**config.mk**
```make
export PLATFORM = sky130hd
export DESIGN_NAME = register_block_allocator
export DESIGN_NICKNAME = d
export VERILOG_FILES = /design/src/rtl/rba_pkg.sv /design/src/rtl/rba_scan.sv /design/src/rtl/rba_ctrl.sv /design/src/rtl/rba_dp.sv /design/src/rtl/register_block_allocator.sv
export SDC_FILE = /design/constraint.sdc
export NUM_CORES = 1
export LEC_CHECK = 0
export BUFFER_PORTS_ARGS = -buffer_cell sky130_fd_sc_hd__buf_2
export CAP_MARGIN = 15
export CELL_PAD_IN_SITES_DETAIL_PLACEMENT = 1
export CELL_PAD_IN_SITES_GLOBAL_PLACEMENT = 1
export CORE_UTILIZATION = 40
export DETAILED_ROUTE_END_ITERATION = 10
export GPL_ROUTABILITY_DRIVEN = 0
export PLACE_DENSITY = 0.69
export SYNTH_ARGS = -nofsm -noshare
export SYNTH_HDL_FRONTEND = slang
export SYNTH_SLANG_ARGS = --single-unit
export TNS_END_PERCENT = 1
```
**constraint.sdc**
```tcl
create_clock -name clk -period 14.35 [get_ports clk]
set_clock_uncertainty 0.05 [all_clocks]
set_input_delay 0 -clock clk [delete_from_list [all_inputs] [get_ports clk]]
set_output_delay 0 -clock clk [all_outputs]
set_load 0.01 [all_outputs]
```
**src/rtl/rba_pkg.sv**
```systemverilog
package rba_pkg;

	// File geometry; block sizes are powers of two
	localparam int INT_BLOCK_REGS = 32;
	localparam int FLT_BLOCK_REGS = 32;
	localparam int INT_FILE_REGS  = 1024;
	localparam int FLT_FILE_REGS  = 1024;

	localparam int INT_NBLK  = INT_FILE_REGS / INT_BLOCK_REGS;
	localparam int FLT_NBLK  = FLT_FILE_REGS / FLT_BLOCK_REGS;
	localparam int MAX_NBLK  = (INT_NBLK > FLT_NBLK) ? INT_NBLK : FLT_NBLK;
	localparam int INT_SH    = $clog2(INT_BLOCK_REGS);
	localparam int FLT_SH    = $clog2(FLT_BLOCK_REGS);
	localparam int INT_IDX_W = $clog2(INT_NBLK);
	localparam int FLT_IDX_W = $clog2(FLT_NBLK);

	// block position, run length and pool count all fit 0..MAX_NBLK
	localparam int POS_W = $clog2(MAX_NBLK + 1);
	// common width for compares between needs, pools and positions
	localparam int CMP_W = 24;
	localparam int FC_W  = 6;
	localparam int FC_MAX = 63;

	localparam logic [1:0] FUNC_ALLOC   = 2'd0;
	localparam logic [1:0] FUNC_FREE    = 2'd1;
	localparam logic [1:0] FUNC_RESERVE = 2'd2;

	localparam logic [1:0] CTX_NORMAL    = 2'd0;
	localparam logic [1:0] CTX_RESERVED  = 2'd1;
	localparam logic [1:0] CTX_EXCLUSIVE = 2'd2;

	localparam logic [1:0] ST_DONE     = 2'd0;
	localparam logic [1:0] ST_NO_SPACE = 2'd1;
	localparam logic [1:0] ST_ERROR    = 2'd2;

	typedef struct packed {
		logic [1:0]  func;
		logic [10:0] int_request_regs;
		logic [10:0] flt_request_regs;
		logic [7:0]  family_id;
		logic [1:0]  context_kind;
		logic [9:0]  int_release_base;
		logic        int_release_valid;
		logic [9:0]  flt_release_base;
		logic        flt_release_valid;
	} rba_in_t;

	typedef struct packed {
		logic [1:0]      status;
		logic [9:0]      int_base;
		logic            int_base_valid;
		logic [9:0]      flt_base;
		logic            flt_base_valid;
		logic [FC_W-1:0] free_contexts;
	} rba_out_t;

	typedef struct packed {
		logic load;
		logic start;
		logic commit;
	} rba_cmd_t;

	typedef struct packed {
		logic scan_done;
		logic out_free;
	} rba_sts_t;

endpackage

```
**src/rtl/rba_scan.sv**
```systemverilog
module rba_scan
	import rba_pkg::*;
(
	input  logic             clk,
	input  logic             arst_n,
	input  logic             start,
	input  logic             enable,
	input  logic [CMP_W-1:0] need,
	input  logic [CMP_W-1:0] avail,
	input  logic [CMP_W-1:0] nblk,
	input  logic [POS_W-1:0] len,
	output logic [POS_W-1:0] pos,
	output logic             busy,
	output logic             done,
	output logic             found,
	output logic [POS_W-1:0] head
);

	logic [POS_W-1:0] pos_q, start_q, cnt_q, head_q;
	logic             in_run_q, busy_q, done_q, found_q;
	logic [POS_W-1:0] cnt_nxt, head_nxt;
	logic             fail, hit;

	// one table entry per cycle: skip a used run by its length, else grow the free run
	always_comb begin
		cnt_nxt  = in_run_q ? POS_W'(cnt_q + 1'b1) : POS_W'(1);
		head_nxt = in_run_q ? start_q : pos_q;
		fail     = (avail < need) || (CMP_W'(pos_q) >= nblk);
		hit      = (len == '0) && (CMP_W'(cnt_nxt) == need);
	end

	always_ff @(posedge clk or negedge arst_n) begin
		if (!arst_n) begin
			pos_q    <= '0;
			start_q  <= '0;
			cnt_q    <= '0;
			head_q   <= '0;
			in_run_q <= 1'b0;
			busy_q   <= 1'b0;
			done_q   <= 1'b0;
			found_q  <= 1'b0;
		end else if (start) begin
			pos_q    <= '0;
			cnt_q    <= '0;
			in_run_q <= 1'b0;
			found_q  <= 1'b0;
			busy_q   <= enable;
			done_q   <= !enable;
		end else if (busy_q) begin
			if (fail) begin
				busy_q <= 1'b0;
				done_q <= 1'b1;
			end else if (len != '0) begin
				pos_q    <= POS_W'(pos_q + len);
				in_run_q <= 1'b0;
			end else if (hit) begin
				busy_q  <= 1'b0;
				done_q  <= 1'b1;
				found_q <= 1'b1;
				head_q  <= head_nxt;
			end else begin
				pos_q    <= POS_W'(pos_q + 1'b1);
				cnt_q    <= cnt_nxt;
				start_q  <= head_nxt;
				in_run_q <= 1'b1;
			end
		end
	end

	assign pos   = pos_q;
	assign busy  = busy_q;
	assign done  = done_q;
	assign found = found_q;
	assign head  = head_q;

endmodule

```
**src/rtl/rba_ctrl.sv**
```systemverilog
module rba_ctrl
	import rba_pkg::*;
(
	input  logic     clk,
	input  logic     arst_n,
	input  logic     in_valid,
	output logic     in_ready,
	input  rba_sts_t sts,
	output rba_cmd_t cmd
);

	typedef enum logic [1:0] {
		S_IDLE,
		S_START,
		S_SCAN,
		S_COMMIT
	} state_t;

	state_t state_q;

	assign in_ready   = (state_q == S_IDLE);
	assign cmd.load   = in_valid && (state_q == S_IDLE);
	assign cmd.start  = (state_q == S_START);
	// result register must be empty or emptying this cycle
	assign cmd.commit = (state_q == S_COMMIT) && sts.out_free;

	always_ff @(posedge clk or negedge arst_n) begin
		if (!arst_n) begin
			state_q <= S_IDLE;
		end else begin
			case (state_q)
				S_IDLE: begin
					if (in_valid) state_q <= S_START;
				end
				S_START: begin
					state_q <= S_SCAN;
				end
				S_SCAN: begin
					if (sts.scan_done) state_q <= S_COMMIT;
				end
				S_COMMIT: begin
					if (sts.out_free) state_q <= S_IDLE;
				end
				default: begin
					state_q <= S_IDLE;
				end
			endcase
		end
	end

endmodule

```
**src/rtl/rba_dp.sv**
```systemverilog
module rba_dp
	import rba_pkg::*;
(
	input  logic     clk,
	input  logic     arst_n,
	input  rba_cmd_t cmd,
	output rba_sts_t sts,
	input  rba_in_t  in_data,
	output logic     out_valid,
	input  logic     out_ready,
	output rba_out_t out_data
);

	rba_in_t          item_q;
	logic [CMP_W-1:0] ineed_q, fneed_q;

	logic [POS_W-1:0] ilen_q [INT_NBLK];
	logic [POS_W-1:0] flen_q [FLT_NBLK];
	logic [7:0]       iown_q [INT_NBLK];
	logic [7:0]       fown_q [FLT_NBLK];

	logic [POS_W-1:0] inorm_q, ires_q, fnorm_q, fres_q;
	logic             iexc_q, fexc_q;

	logic             out_valid_q;
	rba_out_t         out_q;

	// item decode
	logic             ireq_nz, freq_nz, ctx_bad, extra, excl, alloc_ok;
	logic [CMP_W-1:0] iavail, favail;
	logic [CMP_W-1:0] ii_full, fi_full;
	logic             ii_ok, fi_ok;
	logic [POS_W-1:0] ii_pos, fi_pos;

	// scanners
	logic [POS_W-1:0] ipos, fpos, ihead, fhead;
	logic             ibusy, fbusy, idone, fdone, ifound, ffound;

	// table reads
	logic [POS_W-1:0] iaddr, faddr, ilen_rd, flen_rd;

	// commit
	logic [1:0]       status;
	logic             ivalid, fvalid, iwr, fwr;
	logic [INT_IDX_W-1:0] iwr_idx;
	logic [FLT_IDX_W-1:0] fwr_idx;
	logic [POS_W-1:0] iwr_val, fwr_val;
	logic [POS_W-1:0] inorm_n, ires_n, fnorm_n, fres_n;
	logic             iexc_n, fexc_n;
	logic             ispec_zero, fspec_zero, ipool_bad, fpool_bad;
	logic [CMP_W-1:0] ibase_full, fbase_full;
	logic [POS_W-1:0] fc_min;
	rba_out_t         res;

	always_comb begin
		ireq_nz  = (item_q.int_request_regs != '0);
		freq_nz  = (item_q.flt_request_regs != '0);
		ctx_bad  = (item_q.context_kind != CTX_NORMAL) &&
		           (item_q.context_kind != CTX_RESERVED) &&
		           (item_q.context_kind != CTX_EXCLUSIVE);
		extra    = (item_q.context_kind != CTX_NORMAL);
		excl     = (item_q.context_kind == CTX_EXCLUSIVE);
		alloc_ok = (item_q.func == FUNC_ALLOC) && !ctx_bad;
		iavail   = CMP_W'(inorm_q) + CMP_W'(extra);
		favail   = CMP_W'(fnorm_q) + CMP_W'(extra);
		ii_full  = CMP_W'(item_q.int_release_base) >> INT_SH;
		fi_full  = CMP_W'(item_q.flt_release_base) >> FLT_SH;
		ii_ok    = (ii_full < CMP_W'(INT_NBLK));
		fi_ok    = (fi_full < CMP_W'(FLT_NBLK));
		ii_pos   = POS_W'(ii_full);
		fi_pos   = POS_W'(fi_full);
	end

	rba_scan u_iscan (
		.clk    (clk),
		.arst_n (arst_n),
		.start  (cmd.start),
		.enable (alloc_ok && ireq_nz),
		.need   (ineed_q),
		.avail  (iavail),
		.nblk   (CMP_W'(INT_NBLK)),
		.len    (ilen_rd),
		.pos    (ipos),
		.busy   (ibusy),
		.done   (idone),
		.found  (ifound),
		.head   (ihead)
	);

	rba_scan u_fscan (
		.clk    (clk),
		.arst_n (arst_n),
		.start  (cmd.start),
		.enable (alloc_ok && freq_nz),
		.need   (fneed_q),
		.avail  (favail),
		.nblk   (CMP_W'(FLT_NBLK)),
		.len    (flen_rd),
		.pos    (fpos),
		.busy   (fbusy),
		.done   (fdone),
		.found  (ffound),
		.head   (fhead)
	);

	// one read port per table: scan position while scanning, release block otherwise
	always_comb begin
		iaddr   = ibusy ? ipos : ii_pos;
		faddr   = fbusy ? fpos : fi_pos;
		ilen_rd = (CMP_W'(iaddr) < CMP_W'(INT_NBLK)) ? ilen_q[iaddr[INT_IDX_W-1:0]] : '0;
		flen_rd = (CMP_W'(faddr) < CMP_W'(FLT_NBLK)) ? flen_q[faddr[FLT_IDX_W-1:0]] : '0;
	end

	always_comb begin
		status  = ST_DONE;
		ivalid  = 1'b0;
		fvalid  = 1'b0;
		iwr     = 1'b0;
		fwr     = 1'b0;
		iwr_idx = ihead[INT_IDX_W-1:0];
		fwr_idx = fhead[FLT_IDX_W-1:0];
		iwr_val = POS_W'(ineed_q);
		fwr_val = POS_W'(fneed_q);
		inorm_n = inorm_q;
		ires_n  = ires_q;
		iexc_n  = iexc_q;
		fnorm_n = fnorm_q;
		fres_n  = fres_q;
		fexc_n  = fexc_q;
		ispec_zero = (item_q.context_kind == CTX_RESERVED) ? (ires_q == '0) : !iexc_q;
		fspec_zero = (item_q.context_kind == CTX_RESERVED) ? (fres_q == '0) : !fexc_q;
		ipool_bad = ireq_nz && ((extra && ispec_zero) ||
		            (CMP_W'(inorm_q) < ineed_q - CMP_W'(extra)));
		fpool_bad = freq_nz && ((extra && fspec_zero) ||
		            (CMP_W'(fnorm_q) < fneed_q - CMP_W'(extra)));
		case (item_q.func)
			FUNC_ALLOC: begin
				if (ctx_bad) begin
					status = ST_ERROR;
				end else if ((ireq_nz && !ifound) || (freq_nz && !ffound)) begin
					status = ST_NO_SPACE;
				end else if (ipool_bad || fpool_bad) begin
					status = ST_ERROR;
				end else begin
					if (ireq_nz) begin
						iwr    = 1'b1;
						ivalid = 1'b1;
						if (extra) begin
							if (item_q.context_kind == CTX_RESERVED)
								ires_n = POS_W'(ires_q - 1'b1);
							else
								iexc_n = 1'b0;
						end
						inorm_n = POS_W'(CMP_W'(inorm_q) - (ineed_q - CMP_W'(extra)));
					end
					if (freq_nz) begin
						fwr    = 1'b1;
						fvalid = 1'b1;
						if (extra) begin
							if (item_q.context_kind == CTX_RESERVED)
								fres_n = POS_W'(fres_q - 1'b1);
							else
								fexc_n = 1'b0;
						end
						fnorm_n = POS_W'(CMP_W'(fnorm_q) - (fneed_q - CMP_W'(extra)));
					end
				end
			end
			FUNC_FREE: begin
				if (ctx_bad ||
				    (item_q.int_release_valid &&
				     (!ii_ok || ilen_rd == '0 || (excl && iexc_q))) ||
				    (item_q.flt_release_valid &&
				     (!fi_ok || flen_rd == '0 || (excl && fexc_q)))) begin
					status = ST_ERROR;
				end else begin
					// exclusive context hands one block back to its own pool
					if (item_q.int_release_valid) begin
						iwr     = 1'b1;
						iwr_idx = ii_pos[INT_IDX_W-1:0];
						iwr_val = '0;
						inorm_n = POS_W'(inorm_q + ilen_rd - POS_W'(excl));
						if (excl) iexc_n = 1'b1;
					end
					if (item_q.flt_release_valid) begin
						fwr     = 1'b1;
						fwr_idx = fi_pos[FLT_IDX_W-1:0];
						fwr_val = '0;
						fnorm_n = POS_W'(fnorm_q + flen_rd - POS_W'(excl));
						if (excl) fexc_n = 1'b1;
					end
				end
			end
			FUNC_RESERVE: begin
				if (inorm_q == '0 || fnorm_q == '0) begin
					status = ST_ERROR;
				end else begin
					inorm_n = POS_W'(inorm_q - 1'b1);
					ires_n  = POS_W'(ires_q + 1'b1);
					fnorm_n = POS_W'(fnorm_q - 1'b1);
					fres_n  = POS_W'(fres_q + 1'b1);
				end
			end
			default: begin
				status = ST_ERROR;
			end
		endcase
	end

	always_comb begin
		ibase_full = CMP_W'(ihead) << INT_SH;
		fbase_full = CMP_W'(fhead) << FLT_SH;
		fc_min     = (inorm_n < fnorm_n) ? inorm_n : fnorm_n;
		res.status         = status;
		res.int_base       = ivalid ? ibase_full[9:0] : '0;
		res.int_base_valid = ivalid;
		res.flt_base       = fvalid ? fbase_full[9:0] : '0;
		res.flt_base_valid = fvalid;
		res.free_contexts  = (CMP_W'(fc_min) > CMP_W'(FC_MAX)) ? FC_W'(FC_MAX) : FC_W'(fc_min);
	end

	always_ff @(posedge clk) begin
		if (cmd.load) begin
			item_q  <= in_data;
			ineed_q <= (CMP_W'(in_data.int_request_regs) + CMP_W'(INT_BLOCK_REGS - 1)) >> INT_SH;
			fneed_q <= (CMP_W'(in_data.flt_request_regs) + CMP_W'(FLT_BLOCK_REGS - 1)) >> FLT_SH;
		end
		if (cmd.commit && ivalid) iown_q[ihead[INT_IDX_W-1:0]] <= item_q.family_id;
		if (cmd.commit && fvalid) fown_q[fhead[FLT_IDX_W-1:0]] <= item_q.family_id;
		if (cmd.commit) out_q <= res;
	end

	always_ff @(posedge clk or negedge arst_n) begin
		if (!arst_n) begin
			for (int k = 0; k < INT_NBLK; k++) ilen_q[k] <= '0;
			for (int k = 0; k < FLT_NBLK; k++) flen_q[k] <= '0;
			inorm_q     <= POS_W'(INT_NBLK - 1);
			ires_q      <= '0;
			iexc_q      <= 1'b1;
			fnorm_q     <= POS_W'(FLT_NBLK - 1);
			fres_q      <= '0;
			fexc_q      <= 1'b1;
			out_valid_q <= 1'b0;
		end else begin
			if (cmd.commit) begin
				if (iwr) ilen_q[iwr_idx] <= iwr_val;
				if (fwr) flen_q[fwr_idx] <= fwr_val;
				inorm_q     <= inorm_n;
				ires_q      <= ires_n;
				iexc_q      <= iexc_n;
				fnorm_q     <= fnorm_n;
				fres_q      <= fres_n;
				fexc_q      <= fexc_n;
				out_valid_q <= 1'b1;
			end else if (out_ready) begin
				out_valid_q <= 1'b0;
			end
		end
	end

	assign sts.scan_done = idone && fdone;
	assign sts.out_free  = !out_valid_q || out_ready;
	assign out_valid     = out_valid_q;
	assign out_data      = out_q;

	// pool tokens plus allocated blocks equal the block count; checked as tokens never exceeding it
	a_int_tokens: assert property (@(posedge clk) disable iff (!arst_n)
		CMP_W'(inorm_q) + CMP_W'(ires_q) + CMP_W'(iexc_q) <= CMP_W'(INT_NBLK))
		else $error("int pool tokens exceed block count");

	a_flt_tokens: assert property (@(posedge clk) disable iff (!arst_n)
		CMP_W'(fnorm_q) + CMP_W'(fres_q) + CMP_W'(fexc_q) <= CMP_W'(FLT_NBLK))
		else $error("flt pool tokens exceed block count");

	a_commit_after_scan: assert property (@(posedge clk) disable iff (!arst_n)
		cmd.commit |-> (idone && fdone && !ibusy && !fbusy))
		else $error("commit while a scan is running");

	a_base_only_on_done: assert property (@(posedge clk) disable iff (!arst_n)
		out_valid_q && (out_q.int_base_valid || out_q.flt_base_valid) |->
		out_q.status == ST_DONE)
		else $error("base reported on a failed step");

endmodule

```
**src/rtl/register_block_allocator.sv**
```systemverilog
// Contiguous register block allocator for an integer and a float register file, each cut
// into fixed blocks. One command at a time: allocate (first-fit over the block table of
// each file, both committed or neither), free, or reserve one context. Each command
// passes through the idle, start, scan and commit states; the scan state runs the
// first-fit scan for allocate, which visits one table entry per cycle in both files at
// once, and commit waits until the output register is free. The result sits in an
// output register, so the scan of the next command can run while it waits.
module register_block_allocator
	import rba_pkg::*;
(
	input  logic     clk,
	input  logic     arst_n,
	input  logic     in_valid,
	output logic     in_ready,
	input  rba_in_t  in_data,
	output logic     out_valid,
	input  logic     out_ready,
	output rba_out_t out_data
);

	rba_cmd_t cmd;
	rba_sts_t sts;

	rba_ctrl u_ctrl (
		.clk      (clk),
		.arst_n   (arst_n),
		.in_valid (in_valid),
		.in_ready (in_ready),
		.sts      (sts),
		.cmd      (cmd)
	);

	rba_dp u_dp (
		.clk       (clk),
		.arst_n    (arst_n),
		.cmd       (cmd),
		.sts       (sts),
		.in_data   (in_data),
		.out_valid (out_valid),
		.out_ready (out_ready),
		.out_data  (out_data)
	);

endmodule

```
==> results.toml, run 1 <==
[status]
status = "complete, but fails checks"
violations = "negative hold slack"

[drt]
drtIter0Drc = 2201
routed_wl_um = 117400
ant_nets = 0
viasPerCell = 6.364
wl_per_cell_um = 26.04
drt_drc_violations_left = 0
vias = 28690
drt_pass1_iterations = 5

[yosys]
yosys_register_bits = 537
yosysWarnings = 0
synth_cells = 3461
yosysUniqueCellTypes = 93
seq_area_frac_synth = 0.4396
syn_area_per_cell_um2 = 9.078
synth_area_um2 = 31420
synthTopCellsByArea = "dfrtp_1 36%, edfxtp_1 6.9%, nand2_1 6.7%"
ys.flop_type = "dfrtp_1"
synth_top_area_share = 0.3608
yosysTopAreaCell = "dfrtp_1"
async_reset_ff_frac = 0.8659
synth_edf_count = 72

[placement]
port-buffer-count = 63
dp_cells = 4346
placed_area_um2 = 32290
dpl.hpwl_um = 75810
dp_worst_setup_slack_ps = 6318

[clock_tree]
clk_latency_ps = 630
cts_root_buffer = "clkbuf_16"
cts_sinks = 537
htreeDepth = 3
numCtsBuffers = 66
clk_path_buf_depth = 3
post-cts-setup-buffers = 0
cts_tree = "done"
cts-resized-gates = 0
clk_pin_slew_ps = 60

[cells_and_area]
layout.cells.non_filler = 4508
layout_commonest_cell = "nand2_1"
layout_common_cells = "558 x nand2_1, 450 x dfrtp_1, 259 x a21oi_1, 256 x o22ai_1, 214 x nor2_1"
fill_cells = 8878
final_nets = 3571
area_growth_pct = 11.01
drive_above_1_share = 0.09432
finish.instance_area_um2 = 34880

[critical_path]
cp-end-kind = "register"
critPathMaxStageDelay_ps = 860
critPathMaxFanout = 49
crit_type = "register to register"
required_ps = 14660
crit_top_cell = "ha_1"
crit_slowest_cell = "dfrtp_2"
arrival_ps = 8510
start_kind = "register"

[grt]
met2_usage = 0.4964
grt_start_max_net_pins = 118
antenna_found_initial = 0
overflow = 0
grt_pass1_wl_um = 182000
globalRouteMet3Util = 0.04345
grt-busiest-layer = "met2"
grt_use_total = 0.2957
grtUsageMet1 = 0.3784
grt_pass1_vias = 30210

[timing]
worst_slew_pin_slew_ps = 1216
setup_viol_count_final = 0
slew_headroom = 0.1855
setup_ws_ps = 6145
finalCriticalPeriod_ps = 8205
period_share = 0.5718
hold_ws_ps = -29.28
slew_viol_final = 0
finalSetupTns_ps = 0
timing.fmax_ghz = 0.1219
rsz0062_at_grt = "no"
hold_viol = 26

[floorplan]
core_area_um2 = 77590
ioPinCount = 92
rows = 102
start_util = 0.4049
die_y_um = 282.3
die-area_um2 = 79680
dieWidth_um = 282.3

[power_and_ir_drop]
powerDensity_nw_per_um2 = 161.2
power_leakage_nw = 14.53
irDropWorstVdd_mv = 0.1205

[min_path]
hp-class = "input pin to asynchronous set/reset pin"

[flow_run]
max_cap_viol_count = 0
[per-stage QoR]
step,power [W],util
final,0.005623,0.4495
after detailed placement,0.003889,0.4162
after floorplan,0.003226,-
after global placement,0.003792,0.4162
after global routing,0.005883,0.4495
after CTS,0.005620,0.4492
[critical path, delay by kind of cell, from the launching register on]
| kind | cells | cell delay [ps] |
|---|---|---|
| compound gates | 10 | 2730 |
| xor+xnor | 3 | 490 |
| fa+ha+maj | 3 | 960 |
| buf+inv | 2 | 710 |
| flops | 1 | 860 |
| mux | 2 | 980 |
| simple gates | 6 | 1110 |
[synth_stat cells (38+ instances only)]
master and instances:
a211oi_1 67, a21o_1 38, a21oi_1 259, a22o_1 88, a32o_1 94, a32oi_1 45, buf_2 70, clkbuf_1 173
dfrtp_1 453, edfxtp_1 72, ha_1 86, inv_1 87, mux2i_1 43, nand2_1 558, nand3_1 48, nor2_1 214
nor2b_1 123, nor3_1 41, o21ai_0 129, o22ai_1 256, o2bb2ai_1 38, xnor2_1 60
[kinds of logic (layout without fill, tap and decap cells)]
| family | count (synthesis) | after routing | synth area share |
|---|---|---|---|
| muxes | 78 | 78 | 0.02811 |
| xor gates and xnor gates | 82 | 82 | 0.02286 |
| AOI/OAI and AO/OA | 1141 | 1141 | 0.2494 |
| buffers and inverters | 378 | 375 | 0.05221 |
| DFF | 537 | 537 | 0.4396 |
| and+or+nand+nor | 1150 | 1150 | 0.1684 |
| other | 1 | 11 | 0.0001194 |
| adders and majority gates | 94 | 94 | 0.03934 |
[state kept, by name (all words and copies together) (netlist names), 6 cells and up]
name and count:
u_dp.inorm_q 6, u_dp.ineed_q 7, u_dp.fneed_q 7, u_dp.u_fscan.pos 6, u_dp.u_fscan.cnt_q 6, u_dp.out_data 20
u_dp.flen_q 192, u_dp.ires_q 6, u_dp.ilen_q 192, u_dp.item_q 28, u_dp.u_iscan.pos 6, u_dp.u_iscan.cnt_q 6
u_dp.fnorm_q 6, u_dp.fres_q 6
[what timing repair did]
item / CTS / global route
hold buffers: 41 / 0
endpoints found under the hold margin: 169 / 0
endpoints found under the setup margin: 0 / 0
[metal layers]
metal / vias up / part of all wire
li1: 12550 / -
met1: 14830 / 0.42
met2: 1034 / 0.48
met3: 286 / 0.058
met4: 0 / 0.042
met5: - / 0
[where the power goes]
part           switching, W  internal [W]
logic               0.00134      0.000759
registers          0.000136       0.00168
clock network      0.000705       0.00100
total               0.00218       0.00344
[area by class of cell]
type                    instances  area [um^2]  share of cell area
diodes                          1        2.502          0.00007175
repair buffers                164         1190             0.03412
clock inverters                24        285.3            0.008179
multi-input cells            2555        16060              0.4606
clock buffers                  94         1869             0.05359
inverters                      93        349.1             0.01001
well taps                    1040         1301             0.03731
flip-flops and latches        537        13820              0.3961
[final timing paths]
| check | start | to | slack (ps) | depth (start not counted) |
|---|---|---|---|---|
| setup / recovery | u_dp.u_iscan.pos[0]$_DFFE_PN0P_ | u_dp.out_data[5]$_DFFE_PP_ | 6140 | 26 |
| hold / removal | arst_n | u_dp.flen_q[9]$_DFFE_PN0P_ | -30 | 2 |
| setup reg to reg | u_dp.u_iscan.pos[0]$_DFFE_PN0P_ | u_dp.out_data[5]$_DFFE_PP_ | 6140 | 26 |
| hold reg to reg | u_dp.ilen_q[24]$_DFFE_PN0P_ | u_dp.ilen_q[24]$_DFFE_PN0P_ | 440 | 1 |
| max in group asynchronous | arst_n | u_dp.flen_q[131]$_DFFE_PN0P_ | 11630 | 4 |
| min in group clk | in_data[17] | u_dp.ii_full[0]$_DFFE_PP_ | 40 | 2 |
No activity file was read; power rests on OpenSTA's default activity.
==> run 2: changes to the inputs <==
Settings changed: ABC_AREA set to 1, PLACE_DENSITY 0.69 to 0.71.
Clock period 14.35 ns to 8 ns, I/O delays scaled along.
==> results.toml, run 2 <==
[status]
status = "complete, but fails checks"
violations = "negative hold slack"

[cells_and_area]
layout_commonest_cell = "nand2_1"
finish.instance_area_um2 = 33160
area_growth_pct = 13.32
multiInputGateArea_um2 = 13810
final_nets = 4057
top_regs = "u_dp.flen_q x192, u_dp.ilen_q x192, u_dp.item_q x28"
final-seq-area_um2 = 13810
drive_above_1_share = 0.08369
fill_cells = 8833
layout_common_cells = "1599 x nand2_1, 453 x dfrtp_1, 433 x nand3_1, 276 x o21ai_0, 222 x inv_1"

[timing]
hold_viol = 10
finalSetupTns_ps = 0
slew_headroom = 0.1795
worst_slew_pin_slew_ps = 1228
setup_viol_count_final = 0
finalCriticalPeriod_ps = 6362
slew_viol_final = 0
timing.fmax_ghz = 0.1572
rsz0062_at_grt = "no"
hold_ws_ps = -37.00
period_share = 0.7952

[drt]
routed_wl_um = 94650
drt_drc_violations_left = 0
wl_per_cell_um = 19.29
drt_pass1_iterations = 5
vias = 26100
viasPerCell = 5.321
ant_nets = 0
drtIter0Drc = 1821

[power_and_ir_drop]
power_leakage_nw = 16.63
p_total_w = 0.005988
clockPowerShare = 0.523
internal_power_w = 0.004667
p_comb_frac = 0.015
irDropWorstVdd_mv = 0.1650
powerDensity_nw_per_um2 = 180.6
power_switching_w = 0.001320
p_seq_frac = 0.462
p_sw_frac = 0.2205

[yosys]
seq_area_frac_synth = 0.4720
yosysMostFrequentCell = "nand2_1"
synthTopCellsByArea = "dfrtp_1 39%, nand2_1 21%, nand3_1 7.5%"
async_reset_ff_frac = 0.8659
yosysWarnings = 0
synth_cells = 3860
synth_edf_count = 72
yosys_register_bits = 537
yosysTopAreaCell = "dfrtp_1"
ys.flop_type = "dfrtp_1"
synth.top_cells.by_count = "1602 x nand2_1, 453 x dfrtp_1, 437 x nand3_1"
syn_area_per_cell_um2 = 7.582
synth_area_um2 = 29270
yosysUniqueCellTypes = 54
synth_top_area_share = 0.3873

[critical_path]
r2r_slack_ps = 1640
critPathMaxStageDelay_ps = 730
crit_family = "simple AND/OR/NAND/NOR gates"
reg2reg_to = "u_dp.out_data[1]$_DFFE_PP_"
required_ps = 8320
start_kind = "register"
cp-end-kind = "register"
crit_slowest_cell = "dfrtp_1"
reg2reg_depth = 34
arrival_ps = 6680
crit_buf_inv = 5
crit_type = "register to register"
timing.rr.start = "u_dp.u_fscan.busy$_DFF_PN0_"
critPathMaxFanout = 41
crit_top_cell = "nand2_1"

[placement]
placed_area_um2 = 30490
dpl.hpwl_um = 60880
port-buffer-count = 63

[clock_tree]
cts_sinks = 537
htreeDepth = 3
clk_latency_ps = 620
clk_pin_slew_ps = 60
cts_tree = "done"
cts_root_buffer = "clkbuf_16"
numCtsBuffers = 67
cts-resized-gates = 0
clk_path_buf_depth = 3

[grt]
globalRouteMet3Util = 0.03664
grt_use_total = 0.2599
grt_pass1_vias = 27380
grtUsageMet1 = 0.3659
grt-busiest-layer = "met2"
met2_usage = 0.4187
overflow = 0
antenna_found_initial = 2
grt_pass1_wl_um = 152700
grt_start_max_net_pins = 104

[floorplan]
ioPinCount = 92
dieWidth_um = 272.5
die_y_um = 272.5
core_area_um2 = 71980
rows = 98
die-area_um2 = 74250
start_util = 0.4066

[flow_run]
max_cap_viol_count = 0

[min_path]
hp-class = "input pin to asynchronous set/reset pin"
-- run 2: kinds of logic (layout without fill, tap and decap cells) --
group	Yosys count	after routing	synth area share
AOI/OAI and AO/OA	462	462	0.08538
xor gates and xnor gates	62	62	0.01855
adders and majority gates	94	94	0.04224
buffers and inverters	440	526	0.06242
DFF	537	537	0.4720
muxes	4	4	0.001411
other	1	11	0.0001281
and+or+nand+nor	2260	2260	0.3179
-- run 2: worst max path at each step --
stage                                 from                          to  slack, ps  depth (start not counted)
2_1_floorplan  u_dp.u_fscan.busy$_DFF_PN0_  u_dp.out_data[0]$_DFFE_PP_       3260                         31
3_3_place_gp   u_dp.u_fscan.busy$_DFF_PN0_  u_dp.out_data[5]$_DFFE_PP_       1810                         34
3_5_place_dp   u_dp.u_fscan.busy$_DFF_PN0_  u_dp.out_data[1]$_DFFE_PP_       1700                         34
4_1_cts        u_dp.u_fscan.busy$_DFF_PN0_  u_dp.out_data[1]$_DFFE_PP_       1680                         34
5_1_grt        u_dp.u_fscan.busy$_DFF_PN0_  u_dp.out_data[1]$_DFFE_PP_       1030                         34
6_report       u_dp.u_fscan.busy$_DFF_PN0_  u_dp.out_data[1]$_DFFE_PP_       1640                         34
-- run 2: layer usage --
metal  routed length [um]  part of all wire
met3                 3885             0.041
met5                    0                 0
met4                 2122             0.022
met1                44860              0.47
met2                43780              0.46
-- run 2: final cells by class --
type | count | share of cell area
Multi-Input combinational cell | 2892 | 0.4165
Timing Repair Buffer | 147 | 0.03396
Clock inverter | 24 | 0.008715
Clock buffer | 97 | 0.05920
Inverter | 258 | 0.02920
Tap cell | 950 | 0.03584
Sequential cell | 537 | 0.4165
Antenna cell | 1 | 0.00007546
-- run 2: worst register-to-register path, delay by kind of cell (launching register included) --
| family | cells | cell delay [ps] |
|---|---|---|
| compound gates | 5 | 760 |
| buf+inv | 5 | 680 |
| simple gates | 19 | 2640 |
| xor+xnor | 2 | 260 |
| flops | 1 | 730 |
| fa+ha+maj | 3 | 1010 |
-- run 2: through the flow --
step / cells / setup slack, ps / util
after floorplan: 3869 / 3265 / -
after global placement: 4742 / 1810 / 0.4235
after detailed placement: 4742 / 1705 / 0.4235
after CTS: 4904 / 1679 / 0.4605
after global routing: 4905 / 1029 / 0.4607
final: 4906 / 1638 / 0.4607
-- run 2: timing repair --
action                    in CTS  in global routing
buffers inserted               0                  0
hold buffers                  41                  0
hold endpoints to repair     154                  0
-- run 2: power groups by stage --
stage,registers (W),logic (W),clock network (W)
after floorplan,0.00282,0.0000117,0
after global placement,0.00282,0.0000767,0
after detailed placement,0.00282,0.0000775,0
after CTS,0.00277,0.0000935,0.00319
after global routing,0.00276,0.000104,0.00329
final,0.00277,0.0000903,0.00313
